===== src/low_memory_page_bitmap_allocator_unit_assert.svh =====
// Assertion macros for the page allocator datapath.
`ifndef LOW_MEMORY_PAGE_BITMAP_ALLOCATOR_UNIT_ASSERT_SVH
`define LOW_MEMORY_PAGE_BITMAP_ALLOCATOR_UNIT_ASSERT_SVH

// Checked on every clock edge outside reset.
`define LMPBA_ASSERT(lbl, prop, msg) \
   lbl: assert property (@(posedge clock) disable iff (reset) prop) else $error(msg);

// Checked on every clock edge, reset included.
`define LMPBA_ASSERT_ALWAYS(lbl, prop, msg) \
   lbl: assert property (@(posedge clock) prop) else $error(msg);

`endif


===== src/lmpba_pkg.sv =====
// Types and constants for the low memory page bitmap allocator.
package lmpba_pkg;

   localparam int PAGE_SHIFT   = 12;
   localparam int PAGE_BYTES   = 1 << PAGE_SHIFT;
   localparam int REGION_PAGES = 256;
   localparam int WORD_PAGES   = 32;
   localparam int MAP_WORDS    = (REGION_PAGES + WORD_PAGES - 1) / WORD_PAGES;
   localparam int PAGE_W       = $clog2(REGION_PAGES);
   localparam int WORD_IDX_W   = $clog2(MAP_WORDS);
   localparam int BIT_IDX_W    = $clog2(WORD_PAGES);
   localparam int ADDR_W       = 32;
   localparam int COUNT_W      = ADDR_W + 1 - PAGE_SHIFT;

   localparam logic [ADDR_W:0] REGION_END = (ADDR_W+1)'(REGION_PAGES) << PAGE_SHIFT;

   typedef enum logic [1:0] {
      MODE_RESERVE = 2'd0,
      MODE_ALLOC   = 2'd1,
      MODE_RELEASE = 2'd2
   } mode_type;

   typedef enum logic [2:0] {
      ST_IDLE,
      ST_CLAMP,
      ST_RANGE,
      ST_SWEEP,
      ST_SCAN,
      ST_DROP,
      ST_REPLY
   } state_type;

   typedef struct packed {
      logic ready;
      logic latch_req;
      logic clamp_len;
      logic calc_range;
      logic sweep_word;
      logic scan_word;
      logic drop_page;
      logic step_word;
      logic load_rsp;
   } dp_cmd_type;

   typedef struct packed {
      logic       req_valid;
      logic [1:0] req_mode;
      logic       scan_hit;
      logic       word_last;
      logic       out_busy;
   } dp_status_type;

endpackage


===== src/lmpba_ctrl.sv =====
// Sequencer for the page allocator: decodes the mode and steps the map datapath.
module lmpba_ctrl (
   input  logic                    clock,
   input  logic                    reset,
   input  lmpba_pkg::dp_status_type status,
   output lmpba_pkg::dp_cmd_type    cmd
);
   import lmpba_pkg::*;

   state_type state_ff;
   state_type state_in;

   always_ff @(posedge clock) begin
      if (reset) begin
         state_ff <= ST_IDLE;
      end else begin
         state_ff <= state_in;
      end
   end

   always_comb begin
      state_in = state_ff;
      case (state_ff)
         ST_IDLE: begin
            if (status.req_valid) begin
               case (status.req_mode)
                  MODE_RESERVE: state_in = ST_CLAMP;
                  MODE_ALLOC:   state_in = ST_SCAN;
                  MODE_RELEASE: state_in = ST_DROP;
                  default:      state_in = ST_REPLY;
               endcase
            end
         end
         ST_CLAMP: state_in = ST_RANGE;
         ST_RANGE: state_in = ST_SWEEP;
         ST_SWEEP: begin
            if (status.word_last) begin
               state_in = ST_REPLY;
            end
         end
         ST_SCAN: begin
            if (status.scan_hit || status.word_last) begin
               state_in = ST_REPLY;
            end
         end
         ST_DROP: state_in = ST_REPLY;
         ST_REPLY: begin
            if (!status.out_busy) begin
               state_in = ST_IDLE;
            end
         end
         default: state_in = ST_IDLE;
      endcase
   end

   always_comb begin
      cmd = '0;
      case (state_ff)
         ST_IDLE: begin
            cmd.ready     = 1'b1;
            cmd.latch_req = status.req_valid;
         end
         ST_CLAMP: cmd.clamp_len  = 1'b1;
         ST_RANGE: cmd.calc_range = 1'b1;
         ST_SWEEP: begin
            cmd.sweep_word = 1'b1;
            cmd.step_word  = 1'b1;
         end
         ST_SCAN: begin
            cmd.scan_word = 1'b1;
            cmd.step_word = 1'b1;
         end
         ST_DROP:  cmd.drop_page = 1'b1;
         ST_REPLY: cmd.load_rsp  = !status.out_busy;
         default:  cmd = '0;
      endcase
   end

endmodule


===== src/lmpba_dp.sv =====
// Datapath: request registers, page bitmap, range mask, free-page search, result word.
module lmpba_dp (
   input  logic                    clock,
   input  logic                    reset,
   input  lmpba_pkg::dp_cmd_type    cmd,
   output lmpba_pkg::dp_status_type status,
   input  logic [63:0]             req_tdata,
   input  logic [1:0]              req_tuser,
   input  logic                    req_tvalid,
   output logic [7:0]              rsp_tdata,
   output logic [0:0]              rsp_tuser,
   output logic                    rsp_tvalid,
   input  logic                    rsp_tready
);
   import lmpba_pkg::*;

   logic [ADDR_W-1:0]        loc_ff;
   logic [ADDR_W-1:0]        span_ff;
   logic [ADDR_W-1:0]        len_ff;
   logic [PAGE_W:0]          lo_ff;
   logic [PAGE_W:0]          hi_ff;
   logic [WORD_IDX_W-1:0]    word_ff;
   logic [WORD_PAGES-1:0]    map_ff [MAP_WORDS];
   logic [WORD_PAGES-1:0]    map_in [MAP_WORDS];
   logic [PAGE_W-1:0]        page_res_ff;
   logic                     found_res_ff;
   logic [7:0]               rsp_page_ff;
   logic                     rsp_found_ff;
   logic                     rsp_valid_ff;

   logic [ADDR_W:0]          range_sum;
   logic [ADDR_W-1:0]        len_in;
   logic                     in_region;
   logic [COUNT_W-1:0]       page_count;
   logic [PAGE_W+1:0]        hi_sum;
   logic [PAGE_W:0]          lo_in;
   logic [PAGE_W:0]          hi_in;
   logic [WORD_PAGES-1:0]    cur_word;
   logic [WORD_PAGES-1:0]    sweep_mask;
   logic [PAGE_W:0]          bit_page;
   logic                     scan_hit;
   logic [BIT_IDX_W-1:0]     free_bit;
   logic                     word_last;
   logic                     drop_ok;

   // Clamp the length at the region end
   assign range_sum = {1'b0, loc_ff} + {1'b0, span_ff};
   assign len_in    = (range_sum >= REGION_END) ? ADDR_W'(REGION_END - {1'b0, loc_ff})
                                                : span_ff;

   assign in_region  = (loc_ff >> (PAGE_SHIFT + PAGE_W)) == '0;
   assign page_count = COUNT_W'(({1'b0, len_ff} + (ADDR_W+1)'(PAGE_BYTES - 1)) >> PAGE_SHIFT);
   assign hi_sum     = (PAGE_W+2)'(loc_ff[PAGE_SHIFT +: PAGE_W]) + (PAGE_W+2)'(page_count[PAGE_W:0]);

   always_comb begin
      lo_in = '0;
      hi_in = '0;
      if (in_region) begin
         lo_in = {1'b0, loc_ff[PAGE_SHIFT +: PAGE_W]};
         if (page_count >= COUNT_W'(REGION_PAGES) || hi_sum >= (PAGE_W+2)'(REGION_PAGES)) begin
            hi_in = (PAGE_W+1)'(REGION_PAGES);
         end else begin
            hi_in = hi_sum[PAGE_W:0];
         end
      end
   end

   assign cur_word  = map_ff[word_ff];
   assign word_last = word_ff == WORD_IDX_W'(MAP_WORDS - 1);

   always_comb begin
      sweep_mask = '0;
      bit_page   = '0;
      for (int b = 0; b < WORD_PAGES; b++) begin
         bit_page      = {1'b0, word_ff, BIT_IDX_W'(b)};
         sweep_mask[b] = (bit_page >= lo_ff) && (bit_page < hi_ff);
      end
   end

   // Lowest clear bit of the current word
   always_comb begin
      free_bit = '0;
      for (int b = WORD_PAGES - 1; b >= 0; b--) begin
         if (!cur_word[b]) begin
            free_bit = BIT_IDX_W'(b);
         end
      end
   end
   assign scan_hit = ~&cur_word;

   // Page 0 is never released once marked used
   assign drop_ok = ((loc_ff >> PAGE_W) == '0) && (loc_ff[PAGE_W-1:0] != '0);

   always_comb begin
      map_in = map_ff;
      if (cmd.sweep_word) begin
         map_in[word_ff] = cur_word | sweep_mask;
      end else if (cmd.scan_word && scan_hit) begin
         map_in[word_ff][free_bit] = 1'b1;
      end else if (cmd.drop_page && drop_ok) begin
         map_in[loc_ff[PAGE_W-1 -: WORD_IDX_W]][loc_ff[BIT_IDX_W-1:0]] = 1'b0;
      end
   end

   always_ff @(posedge clock) begin
      if (reset) begin
         for (int w = 0; w < MAP_WORDS; w++) begin
            map_ff[w] <= '0;
         end
         rsp_valid_ff <= 1'b0;
      end else begin
         map_ff <= map_in;
         if (cmd.load_rsp) begin
            rsp_valid_ff <= 1'b1;
         end else if (rsp_tready) begin
            rsp_valid_ff <= 1'b0;
         end
      end
   end

   always_ff @(posedge clock) begin
      if (cmd.latch_req) begin
         loc_ff       <= req_tdata[31:0];
         span_ff      <= req_tdata[63:32];
         word_ff      <= '0;
         page_res_ff  <= '0;
         found_res_ff <= 1'b1;
      end else if (cmd.step_word) begin
         word_ff <= word_ff + WORD_IDX_W'(1);
      end
      if (cmd.clamp_len) begin
         len_ff <= len_in;
      end
      if (cmd.calc_range) begin
         lo_ff <= lo_in;
         hi_ff <= hi_in;
      end
      if (cmd.scan_word) begin
         if (scan_hit) begin
            page_res_ff <= {word_ff, free_bit};
         end else if (word_last) begin
            found_res_ff <= 1'b0;
         end
      end
      if (cmd.load_rsp) begin
         rsp_page_ff  <= 8'(page_res_ff);
         rsp_found_ff <= found_res_ff;
      end
   end

   assign status.req_valid = req_tvalid;
   assign status.req_mode  = req_tuser;
   assign status.scan_hit  = scan_hit;
   assign status.word_last = word_last;
   assign status.out_busy  = rsp_valid_ff && !rsp_tready;

   assign rsp_tdata  = rsp_page_ff;
   assign rsp_tuser  = rsp_found_ff;
   assign rsp_tvalid = rsp_valid_ff;

`include "low_memory_page_bitmap_allocator_unit_assert.svh"

   `LMPBA_ASSERT(a_page0_kept, (cmd.drop_page && loc_ff == '0) |=> $stable(map_ff[0][0]), "page 0 released")
   `LMPBA_ASSERT(a_load_free, cmd.load_rsp |-> (!rsp_valid_ff || rsp_tready), "result overwritten before taken")
   `LMPBA_ASSERT(a_alloc_marks, (cmd.scan_word && scan_hit) |=> (found_res_ff && map_ff[page_res_ff[PAGE_W-1 -: WORD_IDX_W]][page_res_ff[BIT_IDX_W-1:0]]), "allocated page not marked used")
   `LMPBA_ASSERT_ALWAYS(a_reset_idle, reset |=> !rsp_valid_ff, "result valid after reset")

endmodule


===== src/low_memory_page_bitmap_allocator_unit.sv =====
// From accept to result: reserve steps through clamp, range and a sweep of every map word,
// allocate scans map words until a free page or the last word, release drops the page, unused mode replies.
// A new request is accepted only once the current one has left the reply step; a result not yet taken
// holds the reply step.
// Reset (synchronous, active high) clears the whole bitmap at once, so every page is free.
// The result register holds a finished word while the next request is accepted.
module low_memory_page_bitmap_allocator_unit (
   input  logic        clock,
   input  logic        reset,
   input  logic        req_tvalid,
   output logic        req_tready,
   input  logic [63:0] req_tdata,   // [31:0] location, [63:32] span_bytes
   input  logic [1:0]  req_tuser,   // [1:0] mode
   output logic        rsp_tvalid,
   input  logic        rsp_tready,
   output logic [7:0]  rsp_tdata,   // [7:0] page_number
   output logic [0:0]  rsp_tuser    // [0] found
);
   import lmpba_pkg::*;

   dp_cmd_type    cmd;
   dp_status_type status;

   lmpba_ctrl u_ctrl (
      .clock  (clock),
      .reset  (reset),
      .status (status),
      .cmd    (cmd)
   );

   lmpba_dp u_dp (
      .clock      (clock),
      .reset      (reset),
      .cmd        (cmd),
      .status     (status),
      .req_tdata  (req_tdata),
      .req_tuser  (req_tuser),
      .req_tvalid (req_tvalid),
      .rsp_tdata  (rsp_tdata),
      .rsp_tuser  (rsp_tuser),
      .rsp_tvalid (rsp_tvalid),
      .rsp_tready (rsp_tready)
   );

   assign req_tready = cmd.ready;

endmodule

===== config.mk =====
export PLATFORM = sky130hd
export DESIGN_NAME = low_memory_page_bitmap_allocator_unit
export DESIGN_NICKNAME = d
export VERILOG_FILES = /design/src/lmpba_pkg.sv /design/src/lmpba_ctrl.sv /design/src/lmpba_dp.sv /design/src/low_memory_page_bitmap_allocator_unit.sv
export VERILOG_INCLUDE_DIRS = /design/src /design/src/src
export SDC_FILE = /design/constraint.sdc
export NUM_CORES = 1
export LEC_CHECK = 0
export BUFFER_PORTS_ARGS = -buffer_cell sky130_fd_sc_hd__buf_2
export CORE_ASPECT_RATIO = 1.2
export CORE_MARGIN = 2
export CORE_UTILIZATION = 25
export CTS_CLUSTER_DIAMETER = 30
export DETAILED_ROUTE_END_ITERATION = 16
export PLACE_DENSITY_LB_ADDON = 0.2
export SLEW_MARGIN = 20
export SYNTH_ARGS = -nofsm -noshare
export SYNTH_HDL_FRONTEND = slang
export SYNTH_SLANG_ARGS = --single-unit

===== constraint.sdc =====
create_clock -name clock -period 3.61 [get_ports clock]
set_input_delay 0.1805 -clock clock [delete_from_list [all_inputs] [get_ports clock]]
set_output_delay 0.1805 -clock clock [all_outputs]
set_load 0.05 [all_outputs]

==> metrics.csv <==
stage;metric;value;unit
synthesis;Mapped Cells;3321;
routing;drt via density;6.13;
floorplan;initial core utilization;25.3;%
cts;Clock Latency Late Sink;0.73;ns
cts;Sink Count;394;
global_route;initial antenna violation count;8;
global_route;GR Overflow Total;0;
routing;first-pass iteration count of the detailed router;6;
sta;Setup Skew;0.0413;ns
synthesis;Avg Cell Area, Syn;8.11;um^2
sta;Peak Freq;267;MHz
place;GP Congestion;1.02;
power;Comb power frac;49.9;%
power;Internal Power;19900;uW
sta;Final Hold Viols;0;
critical_path;CP required;4.18;ns
floorplan;I/O Pins;81;
run;max cap viols;0;
routing;Antenna Violating Nets Remaining;0;
power;Sequential Power Share;18.4;%
cts;CTS tree;built;
sta;RSZ-0062 raised after global routing;true;
cts;CTS Buffer Depth;3;
sta;Worst-Margin Slew;1.23;ns
run_status;status;finished with violations;
cts;CTS clock-pin slew for the worst setup and hold paths;0.05;ns
sta;crit path time final;3.75;ns
layout;Filler Cell Count;10736;
routing;Detailed Route Iter0 Violations;4258;
sta;hold_ws;0.170;ns
synthesis;synthesized area;26900;um^2
layout;area occupied by multi-input gates;18100;um^2
floorplan;chip height;364;um
power;Leak;0.0150;uW
sta;post-route worst setup slack;-0.141;ns
routing;DRC Markers;0;
critical_path;CP endpoint kind;flip-flop;
synthesis;Yosys cell types;103;
routing;routed len/inst;31.4;um
synthesis;EDFF count, synth;122;
routing;overall routed net length;174000;um
global_route;first-pass GRT wire length;235000;um
power;maximum VDD drop;0.447;mV
sta;period utilization;104;%
layout;Core Util, Final;39.6;%
synthesis;Post-synth top flop;dfxtp_1;
sta;final setup fails;44;
power;pwr dens;823;nW/um^2
cts;TritonCTS Buffers;121;
critical_path;crit-path max FO;9;
critical_path;critical path class;flip-flop to flip-flop;
hold_path;hold path depth;2;
place;Post-DP HPWL;115000;um
sta;Setup TNS Final;-1.24;ns
floorplan;die width;304;um
floorplan;Placeable Area;107000;um^2
power;Sw Share;42.6;%
power;clock share of power;31.7;%
cts;Root Driver;clkbuf_16;
global_route;largest net degree at the start of global routing;110;
routing;routed vias;33957;
floorplan;die area;110000;um^2
cts;H-tree lvl count;3;
hold_path;HP Class;input port to flip-flop;
global_route;Global Route Usage Sum;29.2;%
sta;Slew Limit Fails;0;
synthesis;syn_nets;3447;
power;Switch Pwr;14800;uW
place;PortBufs;80;
floorplan;Site Rows;131;
run_status;failing checks;setup timing;
synthesis;register area share after synthesis;33.8;%
layout;share of cells above drive strength 1;34.2;%
critical_path;crit path launch type;flip-flop;
global_route;number of global-route vias before repair;31883;
synthesis;ys async rst share;0;%
synthesis;yosys warns;0;
layout;# nets final;4161;
critical_path;Reg2Reg Depth;12;
layout;Reg area;9120;um^2
layout;Layout area overhead;56.5;%
synthesis;number of synthesized register bits;394;
sta;Rel. slew slack;18.2;%
critical_path;worst path arrival time;4.32;ns
==> worst max-delay path, stage by stage (launching register included) <==
cell      delay, ns
dfxtp_4        0.43
buf_12         0.13
buf_6          0.17
mux4_2         0.38
and3_1         0.21
a2bb2o_1       0.35
nand4b_1       0.28
nand3b_4       0.25
o31a_4         0.44
buf_12         0.19
o311a_1        0.38
a311oi_2       0.27
a211oi_1       0.11
==> worst paths after layout <==
path                  startpoint                 to  slack, ns
max reg2reg      u_dp.word_ff[2]    u_dp.map_ff[54]      -0.14
min reg2reg  u_dp.page_res_ff[7]  u_dp.rsp_tdata[7]       0.44
min                req_tdata[42]   u_dp.span_ff[10]       0.17
max              u_dp.word_ff[2]    u_dp.map_ff[54]      -0.14
==> synthesized netlist by cell type (10+ instances only) <==
cell type	n	share of area [%]
a31oi_1	117	2.7
and3_1	25	0.58
mux4_2	32	2.7
o311a_1	11	0.41
and2_1	28	0.65
edfxtp_1	122	14
o31a_1	10	0.33
a41oi_1	16	0.52
nand3b_1	14	0.39
a21o_1	15	0.42
xnor2_1	39	1.3
o311ai_0	18	0.59
a221oi_1	20	0.65
o31ai_1	16	0.45
inv_1	44	0.61
nor2_1	326	4.5
nand4_1	37	0.86
buf_4	24	0.67
nand2b_1	18	0.42
nor4_1	37	0.86
dfxtp_1	272	20
ha_1	54	2.5
o22ai_1	52	1.2
nor3_1	111	2.1
nand3_1	127	2.4
a211oi_1	61	1.7
a311oi_1	77	2.5
or3_1	20	0.46
a21oi_1	197	3.7
a22oi_1	27	0.75
buf_2	67	1.2
nor3b_1	13	0.36
nand2_1	218	3.0
o221ai_1	11	0.36
nor2b_1	21	0.49
mux2i_1	35	1.3
o21ai_0	414	7.7
o211ai_1	139	3.9
clkbuf_1	196	2.7
o21ai_1	11	0.20
mux2_2	49	2.0
or2_2	11	0.26
==> sequential cells by signal, summed over array words and instances (netlist names) <==
register,count
u_dp.found_res_ff,1
u_ctrl.state_ff,3
u_dp.rsp_tuser,1
u_dp.len_ff,32
u_dp.loc_ff,32
u_dp.page_res_ff,8
u_dp.hi_ff,9
u_dp.word_ff,3
u_dp.map_ff,256
u_dp.lo_ff,8
u_dp.rsp_tvalid,1
u_dp.span_ff,32
u_dp.rsp_tdata,8
==> kinds of logic (layout without fill, tap and decap cells) <==
family | after synthesis | in the layout | share of synthesized area, %
AOI/OAI and AO/OA | 1307 | 1307 | 31.3
xor gates and xnor gates | 47 | 47 | 1.53
adders and majority gates | 56 | 56 | 2.66
buffers and inverters | 346 | 1164 | 5.63
DFF | 394 | 394 | 33.8
muxes | 117 | 117 | 6.06
other | 0 | 9 | 0
and+or+nand+nor | 1054 | 1054 | 19.0
==> per-stage QoR <==
step	cells	power (uW)	setup slack, ns	area [um^2]
2_1_floorplan	3321	13000	0.110	26900
3_3_place_gp	5103	20500	-0.329	33300
3_5_place_dp	5103	20400	-0.295	33300
6_report	5544	34700	-0.141	42200
4_1_cts	5444	32100	-0.0143	39300
5_1_grt	5537	35500	-0.160	42100
==> layout by cell type, fill, tap and decap left out, drive strengths merged, types with 18 or more instances in the layout <==
cell type	count
dlygate4sd3	69
nand3	128
a21oi	198
nor4	38
o21ai	426
o22ai	52
nor2	331
inv	47
and2	29
a31oi	117
edfxtp	122
ha	54
dfxtp	272
a311oi	78
nand2	221
o311ai	22
a211oi	62
mux2i	35
a22oi	27
o211ai	139
clkinv	38
mux2	50
or3	20
nor3	113
nand4	37
clkbuf	188
xnor2	39
and3	25
buf	798
nor2b	21
a221oi	21
nand2b	18
mux4	32
==> routing by layer <==
metal / vias up / global-route usage, % / share of wire (%)
li1: 14355 / - / -
met3: 783 / 7.65 / 11
met2: 2394 / 45.3 / 43
met5: - / 0 / 0.018
met4: 4 / 21.7 / 9.0
met1: 16421 / 34.9 / 37
==> power by group through the flow <==
stage,registers [uW],logic [uW],clock network (uW)
2_1_floorplan,6080,6900,0
3_3_place_gp,6410,14000,0
3_5_place_dp,6400,14000,0
4_1_cts,6310,14800,11100
5_1_grt,6440,17800,11300
6_report,6380,17300,11000
==> cell type report <==
type | instances | area share (%)
diodes | 9 | 0.0534
clock buffers | 165 | 8.17
clock inverters | 62 | 1.86
inverters | 46 | 0.439
multi-input cells | 2581 | 43.0
flip-flops and latches | 394 | 21.6
well taps | 1396 | 4.14
repair buffers | 891 | 20.7
==> timing repair <==
action                                 CTS  global route
setup endpoints to repair              280           289
endpoints found under the hold margin   90             0
hold buffers                            69             0
setup buffers                           37            71
gates cloned                             8            24
pin swaps                               38           156
resized for setup                      112           348
Note: power is estimated with default switching activity, not from simulation.
